[src/rtl/uud_pkg.sv]
// uudecode stream package: phase codes, result kinds, field widths and the
// result record passed from the decoder core to the output register.
// No dependencies; imported by every module of the block.
package uud_pkg;

	// width of the saturating byte counter
	localparam int COUNT_WIDTH = 32;
	localparam int TOTAL_WIDTH = 32;
	localparam int CHAR_WIDTH  = 8;
	localparam int SEXTET_WIDTH = 6;

	// result kinds
	localparam logic [1:0] KIND_BYTE = 2'd0;
	localparam logic [1:0] KIND_DONE = 2'd1;
	localparam logic [1:0] KIND_FAIL = 2'd2;

	// match index that marks a line being skipped while searching
	localparam logic [2:0] SKIP_MARK = 3'd7;
	localparam logic [2:0] BEGIN_LEN = 3'd6;
	localparam logic [2:0] END_LEN   = 3'd4;

	localparam logic [7:0] CHAR_NL    = 8'h0a;
	localparam logic [7:0] CHAR_SPACE = 8'h20;

	// decoder phase, one-hot
	typedef enum logic [7:0] {
		PH_SEARCH     = 8'b0000_0001,
		PH_HEADER     = 8'b0000_0010,
		PH_LINE_START = 8'b0000_0100,
		PH_DATA       = 8'b0000_1000,
		PH_DATA_REST  = 8'b0001_0000,
		PH_ZERO_REST  = 8'b0010_0000,
		PH_END_MATCH  = 8'b0100_0000,
		PH_IDLE       = 8'b1000_0000
	} phase_t;

	// one result item
	typedef struct packed {
		logic                   valid;
		logic [CHAR_WIDTH-1:0]  out_byte;
		logic [1:0]             kind;
		logic [TOTAL_WIDTH-1:0] total_bytes;
	} result_t;

	// characters of the header keyword "begin "
	function automatic logic [7:0] begin_char(input logic [2:0] idx);
		logic [7:0] c;
		case (idx)
			3'd0: c = 8'h62;
			3'd1: c = 8'h65;
			3'd2: c = 8'h67;
			3'd3: c = 8'h69;
			3'd4: c = 8'h6e;
			3'd5: c = CHAR_SPACE;
			default: c = 8'h00;
		endcase
		return c;
	endfunction

	// characters of the trailer line "end\n"
	function automatic logic [7:0] end_char(input logic [2:0] idx);
		logic [7:0] c;
		case (idx)
			3'd0: c = 8'h65;
			3'd1: c = 8'h6e;
			3'd2: c = 8'h64;
			3'd3: c = CHAR_NL;
			default: c = 8'h00;
		endcase
		return c;
	endfunction

	// low bits of the byte counter as reported on the output
	function automatic logic [TOTAL_WIDTH-1:0] total_low(input logic [COUNT_WIDTH-1:0] v);
		logic [63:0] w;
		w = 64'(v);
		return w[TOTAL_WIDTH-1:0];
	endfunction

endpackage

[src/rtl/uud_core.sv]
// uudecode decoder core: phase machine, line and group state, byte counter.
// Computes the result of the held character combinationally; state updates on fire.
// Depends on uud_pkg.
module uud_core import uud_pkg::*; (
	input  logic                  clk,
	input  logic                  arst_n,
	input  logic                  fire,
	input  logic [CHAR_WIDTH-1:0] in_char,
	input  logic                  end_of_input,
	output result_t               res
);

	phase_t                  phase_q, phase_d;
	logic [2:0]              match_index_q, match_index_d;
	logic [5:0]              bytes_left_q, bytes_left_d;
	logic [1:0]              group_position_q, group_position_d;
	logic [5:0]              previous_sextet_q, previous_sextet_d;
	logic [COUNT_WIDTH-1:0]  byte_total_q, byte_total_d;
	logic [SEXTET_WIDTH-1:0] sx;
	logic [7:0]              data_byte;
	logic                    have;

	// sextet value of the character and the byte it completes
	always_comb begin
		sx = SEXTET_WIDTH'(in_char - CHAR_SPACE);
		have = 1'b1;
		case (group_position_q)
			2'd1: data_byte = {previous_sextet_q, sx[5:4]};
			2'd2: data_byte = {previous_sextet_q[3:0], sx[5:2]};
			2'd3: data_byte = {previous_sextet_q[1:0], sx};
			default: begin
				data_byte = 8'h00;
				have = 1'b0;
			end
		endcase
	end

	// next state and result
	always_comb begin
		phase_d = phase_q;
		match_index_d = match_index_q;
		bytes_left_d = bytes_left_q;
		group_position_d = group_position_q;
		previous_sextet_d = previous_sextet_q;
		byte_total_d = byte_total_q;
		res.valid = 1'b0;
		res.out_byte = 8'h00;
		res.kind = KIND_BYTE;

		if (phase_q == PH_IDLE) begin
			phase_d = PH_IDLE;
		end else if (end_of_input) begin
			phase_d = PH_IDLE;
			res.valid = 1'b1;
			res.kind = KIND_FAIL;
		end else begin
			case (phase_q)
				PH_SEARCH: begin
					if (match_index_q == SKIP_MARK) begin
						if (in_char == CHAR_NL)
							match_index_d = 3'd0;
					end else if (match_index_q < BEGIN_LEN
							&& in_char == begin_char(match_index_q)) begin
						if (match_index_q == BEGIN_LEN - 3'd1) begin
							phase_d = PH_HEADER;
							match_index_d = 3'd0;
						end else begin
							match_index_d = match_index_q + 3'd1;
						end
					end else begin
						match_index_d = (in_char == CHAR_NL) ? 3'd0 : SKIP_MARK;
					end
				end
				PH_HEADER: begin
					if (in_char == CHAR_NL)
						phase_d = PH_LINE_START;
				end
				PH_LINE_START: begin
					if (in_char != CHAR_NL) begin
						if (sx == 6'd0) begin
							phase_d = PH_ZERO_REST;
						end else begin
							bytes_left_d = sx;
							group_position_d = 2'd0;
							phase_d = PH_DATA;
						end
					end
				end
				PH_DATA: begin
					if (in_char == CHAR_NL) begin
						phase_d = PH_LINE_START;
						bytes_left_d = 6'd0;
						group_position_d = 2'd0;
					end else begin
						previous_sextet_d = sx;
						group_position_d = group_position_q + 2'd1;
						if (have && bytes_left_q != 6'd0) begin
							bytes_left_d = bytes_left_q - 6'd1;
							if (bytes_left_q == 6'd1) begin
								phase_d = PH_DATA_REST;
								group_position_d = 2'd0;
							end
							if (byte_total_q != {COUNT_WIDTH{1'b1}})
								byte_total_d = byte_total_q + COUNT_WIDTH'(1);
							res.valid = 1'b1;
							res.out_byte = data_byte;
						end
					end
				end
				PH_DATA_REST: begin
					if (in_char == CHAR_NL)
						phase_d = PH_LINE_START;
				end
				PH_ZERO_REST: begin
					if (in_char == CHAR_NL) begin
						phase_d = PH_END_MATCH;
						match_index_d = 3'd0;
					end
				end
				PH_END_MATCH: begin
					if (match_index_q < END_LEN && in_char == end_char(match_index_q)) begin
						match_index_d = match_index_q + 3'd1;
						if (match_index_q == END_LEN - 3'd1) begin
							phase_d = PH_IDLE;
							res.valid = 1'b1;
							res.kind = KIND_DONE;
						end
					end else begin
						phase_d = PH_IDLE;
						res.valid = 1'b1;
						res.kind = KIND_FAIL;
					end
				end
				default: begin
					phase_d = PH_IDLE;
				end
			endcase
		end
		res.total_bytes = total_low(byte_total_d);
	end

	// state registers
	always_ff @(posedge clk or negedge arst_n) begin
		if (!arst_n) begin
			phase_q <= PH_SEARCH;
			match_index_q <= 3'd0;
			bytes_left_q <= 6'd0;
			group_position_q <= 2'd0;
			previous_sextet_q <= 6'd0;
			byte_total_q <= '0;
		end else if (fire) begin
			phase_q <= phase_d;
			match_index_q <= match_index_d;
			bytes_left_q <= bytes_left_d;
			group_position_q <= group_position_d;
			previous_sextet_q <= previous_sextet_d;
			byte_total_q <= byte_total_d;
		end
	end

	// once finished or failed the core stays idle
	assert property (@(posedge clk) disable iff (!arst_n)
		phase_q == PH_IDLE |=> phase_q == PH_IDLE)
		else $error("uud_core: left idle after a report");

	// a report is only ever produced outside idle
	assert property (@(posedge clk) disable iff (!arst_n)
		res.valid |-> phase_q != PH_IDLE)
		else $error("uud_core: result while idle");

	// trailer match index stays within the keyword
	assert property (@(posedge clk) disable iff (!arst_n)
		phase_q == PH_END_MATCH |-> match_index_q < END_LEN)
		else $error("uud_core: trailer match index out of range");

	// a line in data always has bytes left to give
	assert property (@(posedge clk) disable iff (!arst_n)
		phase_q == PH_DATA |-> bytes_left_q != 6'd0)
		else $error("uud_core: data phase with no bytes left");

endmodule

[src/rtl/uud_out_reg.sv]
// uudecode output register: holds one result until the master side takes it.
// Packs the result fields onto the stream bus.
// Depends on uud_pkg.
module uud_out_reg import uud_pkg::*; (
	input  logic        clk,
	input  logic        arst_n,
	input  logic        load,
	input  result_t     res,
	output logic        free,
	output logic        m_tvalid,
	input  logic        m_tready,
	output logic [39:0] m_tdata,   // out_byte [7:0], total_bytes [39:8]
	output logic [1:0]  m_tuser    // kind [1:0]
);

	logic                   valid_q;
	logic [7:0]             byte_q;
	logic [1:0]             kind_q;
	logic [TOTAL_WIDTH-1:0] total_q;

	assign free = !valid_q || m_tready;

	// valid flag
	always_ff @(posedge clk or negedge arst_n) begin
		if (!arst_n) begin
			valid_q <= 1'b0;
		end else if (load) begin
			valid_q <= 1'b1;
		end else if (m_tready) begin
			valid_q <= 1'b0;
		end
	end

	// payload
	always_ff @(posedge clk) begin
		if (load) begin
			byte_q <= res.out_byte;
			kind_q <= res.kind;
			total_q <= res.total_bytes;
		end
	end

	assign m_tvalid = valid_q;
	assign m_tdata = {total_q, byte_q};
	assign m_tuser = kind_q;

	// a waiting result is never overwritten
	assert property (@(posedge clk) disable iff (!arst_n)
		load |-> free)
		else $error("uud_out_reg: load while a result waits");

endmodule

[src/rtl/uudecode_stream.sv]
// uudecode stream top level: input stage, decoder core and output register.
// Depends on uud_pkg, uud_core and uud_out_reg.
//
// Usage:
//   Slave side takes one encoded character per transfer: s_tdata carries
//   in_char, s_tuser carries end_of_input (character then ignored).
//   Master side gives one result per transfer: a decoded byte with the
//   running total, or a single finish or failure report with the total.
//   A result reaches the master side through the input stage, then the
//   output register. Throughput: one character per cycle, sustained while
//   no result waits for a stalled master side.
//   The input stage can hold one character while a result waits, so the
//   slave side keeps taking characters until a second result would be
//   needed; characters that give no result pass even when the master stalls.
//   After a finish or failure report the block takes and drops characters
//   until reset. Reset clears the search state, counters and both stages.
module uudecode_stream import uud_pkg::*; (
	input  logic        clk,
	input  logic        arst_n,
	input  logic        s_tvalid,
	output logic        s_tready,
	input  logic [7:0]  s_tdata,   // in_char [7:0]
	input  logic        s_tuser,   // end_of_input [0]
	output logic        m_tvalid,
	input  logic        m_tready,
	output logic [39:0] m_tdata,   // out_byte [7:0], total_bytes [39:8]
	output logic [1:0]  m_tuser    // kind [1:0]
);

	logic            valid_s1;
	logic [7:0]      char_s1;
	logic            eoi_s1;
	logic            advance;
	logic            out_free;
	result_t         res;

	// the held character moves on unless its result has nowhere to go
	assign advance = valid_s1 && (!res.valid || out_free);
	assign s_tready = !valid_s1 || advance;

	// input stage
	always_ff @(posedge clk or negedge arst_n) begin
		if (!arst_n) begin
			valid_s1 <= 1'b0;
		end else if (s_tvalid && s_tready) begin
			valid_s1 <= 1'b1;
		end else if (advance) begin
			valid_s1 <= 1'b0;
		end
	end

	always_ff @(posedge clk) begin
		if (s_tvalid && s_tready) begin
			char_s1 <= s_tdata;
			eoi_s1 <= s_tuser;
		end
	end

	uud_core u_core (
		.clk          (clk),
		.arst_n       (arst_n),
		.fire         (advance),
		.in_char      (char_s1),
		.end_of_input (eoi_s1),
		.res          (res)
	);

	uud_out_reg u_out (
		.clk      (clk),
		.arst_n   (arst_n),
		.load     (advance && res.valid),
		.res      (res),
		.free     (out_free),
		.m_tvalid (m_tvalid),
		.m_tready (m_tready),
		.m_tdata  (m_tdata),
		.m_tuser  (m_tuser)
	);

	// a stalled input stage holds its character
	assert property (@(posedge clk) disable iff (!arst_n)
		valid_s1 && !advance |=> valid_s1 && $stable(char_s1) && $stable(eoi_s1))
		else $error("uudecode_stream: held character lost");

endmodule

[config.mk]
export PLATFORM = sky130hd
export DESIGN_NAME = uudecode_stream
export DESIGN_NICKNAME = d
export VERILOG_FILES = /design/src/rtl/uud_pkg.sv /design/src/rtl/uud_core.sv /design/src/rtl/uud_out_reg.sv /design/src/rtl/uudecode_stream.sv
export SDC_FILE = /design/constraint.sdc
export NUM_CORES = 1
export LEC_CHECK = 0
export ABC_AREA = 1
export BUFFER_PORTS_ARGS = -buffer_cell sky130_fd_sc_hd__buf_2
export CAP_MARGIN = 30
export CORE_AREA = 2 2 129 131
export CTS_CLUSTER_SIZE = 16
export DETAILED_ROUTE_END_ITERATION = 12
export DIE_AREA = 0 0 131 133
export GPL_ROUTABILITY_DRIVEN = 1
export PLACE_DENSITY_LB_ADDON = 0.12
export SLEW_MARGIN = 20
export SYNTH_ARGS = -nofsm -noshare
export SYNTH_HDL_FRONTEND = slang
export SYNTH_SLANG_ARGS = --single-unit
[constraint.sdc]
create_clock -name clk -period 3.7 [get_ports clk]
set_clock_uncertainty 0.1 [all_clocks]
set_input_delay 0 -clock clk [delete_from_list [all_inputs] [get_ports clk]]
set_output_delay 0 -clock clk [all_outputs]
set_load 0.005 [all_outputs]
==> impl_metrics.py, run 1 <==
metrics = {
    "status": {
        "status": "finished clean",
    },
    "routing": {
        "firstDrtPassIters": 5,
        "drcViolationCount": 0,
        "via_per_inst": 4.83,
        "drt-total-wl_um": 15200,
        "ant_nets": 0,
        "vias": 5187,
        "post_drt_wl_per_cell_um": 14.2,
        "drt_iter0_drc": 338,
    },
    "worst_setup_path": {
        "start_kind": "flip-flop",
        "cp.required_ns": 3.63,
        "cp-end-kind": "flip-flop",
        "crit_fanout": 35,
        "crit_type": "reg2reg",
        "reg2reg_depth": 14,
        "crit_arrival_ns": 2.99,
    },
    "sta": {
        "maxClockFrequency_mhz": 327,
        "finalSetupTns_ns": 0,
        "fin_crit_ns": 3.06,
        "fin_crit_sh": 0.827,
        "worstMarginPinSlew_ns": 0.524,
        "layout_setup_ws_ns": 0.641,
        "final_max_slew_viol_count": 0,
        "hold_viol": 0,
        "setup_viol": 0,
        "rsz0062_at_grt": "false",
        "slew_headroom": 0.647,
    },
    "synthesis": {
        "synth_nets": 803,
        "syn_avg_cell_area_um2": 8.08,
        "ys.flop_type": "dfrtp_1",
        "async_flop_share": 0.536,
        "ys_seq_elements": 110,
        "yosysTopAreaCell": "edfxtp_1",
        "synth_common_cells": "256 x nand2_1, 111 x inv_1, 58 x dfrtp_1",
        "syn_area_mm2": 0.00628,
        "yosysUniqueCellTypes": 44,
        "yosysMostFrequentCell": "nand2_1",
        "ys_warn_count": 0,
        "synthCells": 777,
        "synth.yosys.seq_area_share": 0.479,
        "yosysTopAreaCellShare": 0.244,
        "synth_edf_count": 51,
        "yosys-top-cells-area": "edfxtp_1 24%, dfrtp_1 23%, nand2_1 15%, inv_1 6.6%, nand3_1 4.1%",
    },
    "layout": {
        "final_nets": 874,
        "seq_area_mm2": 0.00301,
        "area_delta_synth_final_pct": 15.5,
        "design_area_mm2": 0.00725,
        "nFillCells": 1614,
        "multi_input_area_mm2": 0.00274,
        "drive_gt1_frac": 0.148,
        "n_antenna_cell": 0,
    },
    "pwr": {
        "power_leakage_nw": 3.44,
        "pwr_density_cell_mw_per_mm2": 403,
        "power_mw": 2.92,
        "ir_drop_uv": 206,
    },
    "cts": {
        "clk_path_buf_depth": 2,
        "clock-sinks": 110,
        "clk_pin_slew_ns": 0.08,
        "cts_tree": "built",
        "cts_made_buffers": 9,
        "cts_setup_buffers": 0,
        "worstSkewPairLatency_ns": 0.36,
        "cts_root_buf": "clkbuf_16",
        "htreeDepth": 3,
    },
    "grt": {
        "grt.overflow.total": 0,
        "grt_use_total": 0.183,
        "grt_pass1_wl_um": 24900,
        "grt_pass1_vias": 5020,
        "antenna_found_initial": 0,
        "grt_max_degree": 41,
    },
    "floorplanning": {
        "chipHeight_um": 133,
        "io_pins": 57,
        "num_rows": 47,
        "start_util": 0.388,
        "core_area_mm2": 0.0162,
        "die_w_um": 131,
        "dieArea_mm2": 0.0174,
    },
    "placed_design": {
        "placed_cell_area_mm2": 0.00678,
        "dpl.hpwl_um": 11300,
        "portBuffers": 56,
        "preCtsSetupSlack_ns": 0.649,
        "place_congestion": 0.892,
    },
    "min_path": {
        "hold_path_depth": 2,
        "hold_path_class": "in2reg",
    },
    "run": {
        "maxCapViolCount": 0,
    },
}
-- layer usage --
metal | up-vias | track usage | share of wire
li1 | 2643 | - | -
met1 | 2381 | 0.239 | 0.46
met2 | 134 | 0.302 | 0.49
met3 | 29 | 0.0239 | 0.031
met4 | 0 | 0.0792 | 0.029
met5 | - | 0 | 0
-- final cells by class --
class	instances	share of cell area
clock buffers	10	0.0330
clock inverters	6	0.0116
inverters	118	0.0614
well taps	220	0.0380
multi-input cells	535	0.377
flip-flops and latches	110	0.415
repair buffers	74	0.0635
-- per-stage QoR --
stage / cells / hold slack, ns / utilization
6_report: 1073 / 0.240 / 0.448
5_1_grt: 1073 / 0.243 / 0.448
4_1_cts: 1071 / 0.236 / 0.446
3_5_place_dp: 1043 / 0.0595 / 0.419
3_3_place_gp: 1043 / 0.0667 / 0.419
2_1_floorplan: 777 / -0.396 / -
-- worst max-delay path, cell delays in order, from the launching register on --
cell      delay, ns
dfrtp_1        0.48
inv_1          0.13
ha_1           0.24
o21ai_1        0.25
nand3_1        0.11
nand2_1        0.09
nand4_1        0.13
nand2_1        0.10
nand3_2        0.07
nand3_2        0.14
nand2_4        0.07
inv_4          0.28
nand2_1        0.12
clkinv_1       0.07
buf_4          0.31
-- registers in the layout, summed over array words and instances, names as in the netlist --
register                  flops
u_core.byte_total_q          32
u_out.total_q                32
char_s1                       8
u_core.phase_q                8
u_out.byte_q                  8
u_core.bytes_left_q           6
u_core.previous_sextet_q      6
u_core.match_index_q          3
u_core.group_position_q       2
u_out.m_tuser                 2
eoi_s1                        1
u_out.m_tvalid                1
valid_s1                      1
-- worst paths after layout --
check                      slack (ns)                                 endpoint                               startpoint
max                              0.64              u_out.total_q[29]$_DFFE_PP_      u_core.match_index_q[0]$_DFFE_PN0P_
min                              0.24                     char_s1[3]$_DFFE_PP_                               s_tdata[3]
max reg2reg                      0.64              u_out.total_q[29]$_DFFE_PP_      u_core.match_index_q[0]$_DFFE_PN0P_
min reg2reg                      0.39  u_core.previous_sextet_q[5]$_DFFE_PN0P_  u_core.previous_sextet_q[5]$_DFFE_PN0P_
max in group asynchronous        2.36            u_core.phase_q[0]$_DFFE_PN1P_                                   arst_n
min in group asynchronous        0.47      u_core.byte_total_q[13]$_DFFE_PN0N_                                   arst_n
-- repair_timing --
item | 4_1_cts | 5_1_grt
endpoints found under the hold margin | 43 | 5
hold buffers | 12 | 1
resized for setup | 0 | 0
-- cell usage in the layout, fill, tap and decap left out, drive strengths merged --
cell and count:
buf 61, nor3b 1, dfrtp 58, or2 1
clkbuf 10, and2 1, clkinv 4, edfxtp 51
a21oi 8, o22ai 7, a311oi 6, bufinv 2
o41ai 1, o21ai 51, dlygate4sd3 13, inv 118
dfstp 1, nor3 11, nor4 1, or3 1
xor2 22, xnor2 1, o21bai 2, nor2 67
a31oi 2, nand4 18, a21o 1, nand2 264
ha 13, nand3 56
-- cell families after synthesis --
kind of cell	Yosys count	synth area share
AOI/OAI and AO/OA	78	0.0741
adders and majority gates	13	0.0259
xor gates and xnor gates	23	0.0333
DFF	110	0.479
and+or+nand+nor	421	0.303
buffers and inverters	132	0.0849
-- report_power, final --
group          internal, mW  switching (mW)
clock                 0.611           0.454
sequential             1.36          0.0668
combinational         0.140           0.282
total                  2.12           0.802
No activity file was read; power rests on OpenSTA's default activity.
==> run 2, diff against run 1 <==
- clock period: 3.7 -> 2.5 ns (I/O delays scaled with it)
==> run 2 against run 1 <==
First-iteration DRC count rose by 3.6%. Combinational power up 85%. Worst hold slack lost 0.12 ns. Sequential share of layout area down 2.4 points. Wire length increased by 2.3%. Non-clock buffer count up 29. Die area stayed put. Critical path type unchanged. Count of clock-buffer cells in the layout decreased by 1. Core utilization rose by 2.8 points. Clock power is 41% higher. Total power rose by 51%. Register-to-register slack got worse by 0.59 ns.
==> impl_metrics.py, run 2 (same netlist as run 1, synthesis figures left out) <==
metrics = {
    "cts": {
        "clk_path_buf_depth": 2,
        "clock-sinks": 110,
        "htreeDepth": 3,
        "clk_pin_slew_ns": 0.08,
        "cts_root_buf": "clkbuf_16",
        "cts_tree": "built",
        "cts_made_buffers": 9,
        "worstSkewPairLatency_ns": 0.37,
    },
    "sta": {
        "maxClockFrequency_mhz": 408,
        "fin_crit_ns": 2.45,
        "worst_hold_slack_ns": 0.120,
        "hold_viol": 0,
        "rsz0062_at_grt": "true",
        "setup_viol": 0,
        "final_max_slew_viol_count": 0,
        "worstMarginPinSlew_ns": 0.734,
        "finalSetupTns_ns": 0,
        "slew_headroom": 0.511,
        "fin_crit_sh": 0.981,
    },
    "pwr": {
        "ir_drop_uv": 374,
        "power_leakage_nw": 3.62,
        "pwr_density_cell_mw_per_mm2": 573,
        "seqPwrFrac": 0.480,
        "pwr-share-comb": 0.177,
        "p_sw_frac": 0.293,
        "net-switching-power_mw": 1.29,
        "clockPowerShare": 0.343,
        "p_int_mw": 3.12,
    },
    "floorplanning": {
        "start_util": 0.388,
        "chipHeight_um": 133,
        "io_pins": 57,
        "core_area_mm2": 0.0162,
        "die_w_um": 131,
        "dieArea_mm2": 0.0174,
        "num_rows": 47,
    },
    "worst_setup_path": {
        "reg2reg_depth": 16,
        "r2r_setup_slack_ns": 0.05,
        "start_kind": "flip-flop",
        "crit_type": "reg2reg",
        "crit_arrival_ns": 2.43,
        "cp-end-kind": "flip-flop",
        "cp.required_ns": 2.48,
        "crit_fanout": 7,
    },
    "routing": {
        "vias": 5290,
        "drt_iter0_drc": 350,
        "post_drt_wl_per_cell_um": 14.1,
        "ant_nets": 0,
        "drcViolationCount": 0,
        "firstDrtPassIters": 8,
        "drt-total-wl_um": 15600,
        "via_per_inst": 4.80,
    },
    "layout": {
        "design_area_mm2": 0.00770,
        "final_nets": 903,
        "n_antenna_cell": 0,
        "final_common_cell": "nand2_1",
        "area_delta_synth_final_pct": 22.7,
        "mostFrequentLayoutCells": "251 x nand2_1, 106 x inv_1, 56 x buf_2, 56 x dfrtp_1, 51 x edfxtp_1",
        "drive_gt1_frac": 0.209,
        "fin_util": 0.476,
        "reg.largest.list": "u_core.byte_total_q x32, u_out.total_q x32",
        "fin_cells": 1102,
    },
    "placed_design": {
        "placed_cell_area_mm2": 0.00703,
        "dpl.hpwl_um": 11400,
        "portBuffers": 56,
        "place_congestion": 0.914,
        "post-place-cells": 1063,
    },
    "grt": {
        "grt_pass1_wl_um": 25100,
        "grt.overflow.total": 0,
        "grt_use_total": 0.184,
        "grt_pass1_vias": 5154,
        "antenna_found_initial": 0,
        "grt_max_degree": 41,
    },
    "status": {
        "status": "finished clean",
    },
    "min_path": {
        "hold_path_class": "in2async",
    },
    "run": {
        "maxCapViolCount": 0,
    },
}
[run 2: path summary, 6_finish.rpt]
kind                                                    startpoint                                      end
max                            u_core.match_index_q[0]$_DFFE_PN0P_            u_out.byte_q[1]$_SDFFCE_PP0P_
min                                                         arst_n      u_core.match_index_q[0]$_DFFE_PN0P_
max reg2reg                    u_core.match_index_q[0]$_DFFE_PN0P_            u_out.byte_q[1]$_SDFFCE_PP0P_
min reg2reg                u_core.previous_sextet_q[5]$_DFFE_PN0P_  u_core.previous_sextet_q[5]$_DFFE_PN0P_
max in group asynchronous                                   arst_n      u_core.byte_total_q[13]$_DFFE_PN0N_
min in group clk                                        s_tdata[5]                     char_s1[5]$_DFFE_PP_
[run 2: critical path, stage by stage, from the launching register on]
cell and delay [ns]:
dfrtp_2 0.49, inv_4 0.12, ha_4 0.16, nand2_4 0.06, nand2_2 0.06, nand3_2 0.06, nor2_2 0.12, nand4_1 0.11
nand2_1 0.10, nand3_2 0.09, nand3_4 0.11, nand2_4 0.08, inv_4 0.08, nand2_4 0.05, clkinvlp_4 0.08, buf_8 0.13
clkbuf_16 0.15
[run 2: final cells by class]
cell class,count,area (um^2)
fillers,1549,8470
flip-flops and latches,110,3010
multi-input cells,535,2860
repair buffers,103,793
inverters,118,454
well taps,220,275
clock buffers,9,225
clock inverters,7,80.1
[run 2: metrics by stage]
stage                     worst slack (ns)  total power, mW
after detailed placement            0.0380             2.81
final                               0.0481             4.42
after global placement               0.107             2.79
after global routing               -0.0790             4.61
after floorplan                    -0.0541             2.58
after CTS                           0.0189             4.34
[run 2: power groups by stage]
stage	Clock, mW	Sequential, mW	Combinational (mW)
6_report	1.51	2.12	0.782
5_1_grt	1.61	2.13	0.872
4_1_cts	1.55	2.11	0.676
3_5_place_dp	0	2.15	0.659
3_3_place_gp	0	2.14	0.649
2_1_floorplan	0	2.13	0.449
[run 2: routing by layer]
metal	part of all wire	vias to the layer above	global-route usage
met2	0.50	114	0.305
met3	0.028	27	0.0239
met1	0.45	2446	0.242
met5	0	-	0
met4	0.021	0	0.0709
li1	-	2703	-
[run 2: what timing repair did]
action / CTS / global route
gates resized for setup: 0 / 28
hold endpoints to repair: 38 / 0
buffers inserted: 0 / 7
hold buffers: 12 / 0
setup endpoints to repair: 0 / 90
==> run 3, diff against run 2 <==
- clock period: 2.5 -> 3.1 ns (I/O delays scaled with it)
==> run 3 against run 2 <==
The run now ends with negative hold slack left. Final area fell by 6.1%. Die area did not move. Worst hold slack got worse by 0.12 ns. Critical path depth fell by 2. First-iteration DRC count rose by 18%. Global-route usage fell by 0.27 points. Sequential power fell by 19%. Combinational power fell by 36%. Count of clock-buffer cells in the layout rose by 2.
==> impl_metrics.py, run 3 (same netlist as run 1, synthesis figures left out) <==
metrics = {
    "cts": {
        "cts_tree": "built",
        "cts_resized": 0,
        "clk_pin_slew_ns": 0.08,
        "clk_path_buf_depth": 2,
        "worstSkewPairLatency_ns": 0.36,
        "clock-sinks": 110,
        "htreeDepth": 3,
        "cts_root_buf": "clkbuf_16",
        "cts_made_buffers": 9,
        "cts_setup_buffers": 0,
        "hold_buffers": 13,
    },
    "floorplanning": {
        "chipHeight_um": 133,
        "start_util": 0.388,
        "core_area_mm2": 0.0162,
        "dieArea_mm2": 0.0174,
        "die_w_um": 131,
        "io_pins": 57,
        "num_rows": 47,
    },
    "routing": {
        "drt-total-wl_um": 14900,
        "drcViolationCount": 0,
        "firstDrtPassIters": 6,
        "vias": 5177,
        "post_drt_wl_per_cell_um": 13.8,
        "via_per_inst": 4.81,
        "drt_iter0_drc": 412,
        "ant_nets": 0,
    },
    "layout": {
        "final_common_cell": "nand2_1",
        "final_nets": 878,
        "n_antenna_cell": 0,
        "reg.largest.list": "u_core.byte_total_q x32, u_out.total_q x32",
        "drive_gt1_frac": 0.151,
        "nFillCells": 1611,
        "area_delta_synth_final_pct": 15.2,
        "mostFrequentLayoutCells": "256 x nand2_1, 110 x inv_1, 58 x dfrtp_1, 56 x buf_2, 52 x nand3_1",
    },
    "status": {
        "status": "complete, but fails checks",
        "violations": "negative hold slack",
    },
    "worst_setup_path": {
        "r2r_setup_slack_ns": 0.34,
        "crit_chain": "inv_1 > ha_1 > o21ai_1 > nand3_1 > nand2_1 > nand4_1 > nand2_1 > nand3_2 > nand3_2 > nand2_4 > inv_4 > nand2_1 > clkinv_1 > buf_4",
        "cp_common_cell": "nand2_1",
        "crit_arrival_ns": 2.68,
        "crit_buf_inv": 4,
        "crit_type": "reg2reg",
        "critical_path.top_delay_family": "simple AND/OR/NAND/NOR gates",
        "crit_fanout": 26,
        "cp.required_ns": 3.02,
        "slowest_delay_ns": 0.48,
        "cp-end-kind": "flip-flop",
        "start_kind": "flip-flop",
        "critPathSlowestCell": "dfrtp_1",
    },
    "placed_design": {
        "portBuffers": 56,
        "place_congestion": 0.890,
        "dpl.hpwl_um": 11000,
    },
    "sta": {
        "fin_crit_ns": 2.76,
        "finalSetupTns_ns": 0,
        "worst_hold_slack_ns": -0.000456,
        "fin_crit_sh": 0.891,
        "final_max_slew_viol_count": 0,
        "worstMarginPinSlew_ns": 0.504,
        "slew_headroom": 0.661,
        "rsz0062_at_grt": "false",
        "maxClockFrequency_mhz": 362,
        "setup_viol": 0,
        "hold_viol": 1,
    },
    "grt": {
        "antenna_found_initial": 0,
        "grt_max_degree": 41,
        "grt.overflow.total": 0,
        "grt_use_total": 0.181,
        "grt_pass1_vias": 5026,
        "grt_pass1_wl_um": 24600,
    },
    "pwr": {
        "seqPwrFrac": 0.513,
        "pwr_density_cell_mw_per_mm2": 461,
        "net-switching-power_mw": 0.969,
        "power_mw": 3.34,
        "p_int_mw": 2.37,
        "clockPowerShare": 0.337,
        "pwr-share-comb": 0.149,
        "p_sw_frac": 0.290,
        "ir_drop_uv": 245,
        "power_leakage_nw": 3.43,
    },
    "min_path": {
        "hold_path_class": "in2async",
    },
    "run": {
        "maxCapViolCount": 0,
    },
}
## run 3: final timing paths
kind / cells past startpoint / startpoint / to
worst max-delay path: 14 / u_core.match_index_q[0]$_DFFE_PN0P_ / u_out.total_q[30]$_DFFE_PP_
worst min-delay path: 2 / arst_n / u_core.byte_total_q[2]$_DFFE_PN0N_
worst max register to register: 14 / u_core.match_index_q[0]$_DFFE_PN0P_ / u_out.total_q[30]$_DFFE_PP_
worst min register to register: 2 / u_core.previous_sextet_q[5]$_DFFE_PN0P_ / u_core.previous_sextet_q[5]$_DFFE_PN0P_
max in group asynchronous: 4 / arst_n / u_core.byte_total_q[30]$_DFFE_PN0N_
min in group clk: 2 / s_tdata[3] / char_s1[3]$_DFFE_PP_
## run 3: final cells by class
| cell class | count | area (um^2) | share of cell area |
|---|---|---|---|
| tap | 220 | 275 | 0.0381 |
| clock buffer | 11 | 243 | 0.0336 |
| multi-input combinational | 535 | 2740 | 0.378 |
| sequential | 110 | 3010 | 0.416 |
| timing repair buffer | 78 | 490 | 0.0678 |
| inverter | 118 | 445 | 0.0616 |
| clock inverter | 5 | 33.8 | 0.00467 |
## run 3: through the flow
stage	cells	util	setup slack, ns	instance area (um^2)
after floorplan	777	-	0.0488	6280
after global placement	1047	0.421	0.376	6810
after detailed placement	1048	0.422	0.298	6830
after CTS	1077	0.447	0.288	7230
after global routing	1077	0.447	0.0748	7230
final	1077	0.447	0.337	7230
## run 3: power by group through the flow
stage | Combinational [mW] | Sequential [mW] | Clock [mW]
6_report | 0.498 | 1.71 | 1.13
5_1_grt | 0.567 | 1.73 | 1.20
4_1_cts | 0.500 | 1.71 | 1.15
3_5_place_dp | 0.484 | 1.74 | 0
3_3_place_gp | 0.474 | 1.74 | 0
2_1_floorplan | 0.347 | 1.72 | 0
## run 3: metal layers
layer | GRT usage | share of wire | vias up
met3 | 0.0340 | 0.034 | 23
met1 | 0.233 | 0.46 | 2406
met5 | 0 | 0 | -
met2 | 0.299 | 0.48 | 109
met4 | 0.0697 | 0.025 | 0
li1 | - | - | 2639
## run 3: worst reg2reg max path, delay by kind of cell (launching register included)
family,cells,cell delay [ns]
simple gates,8,0.76
buf+inv,4,0.57
compound gates,1,0.25
flops,1,0.48
fa+ha+maj,1,0.25
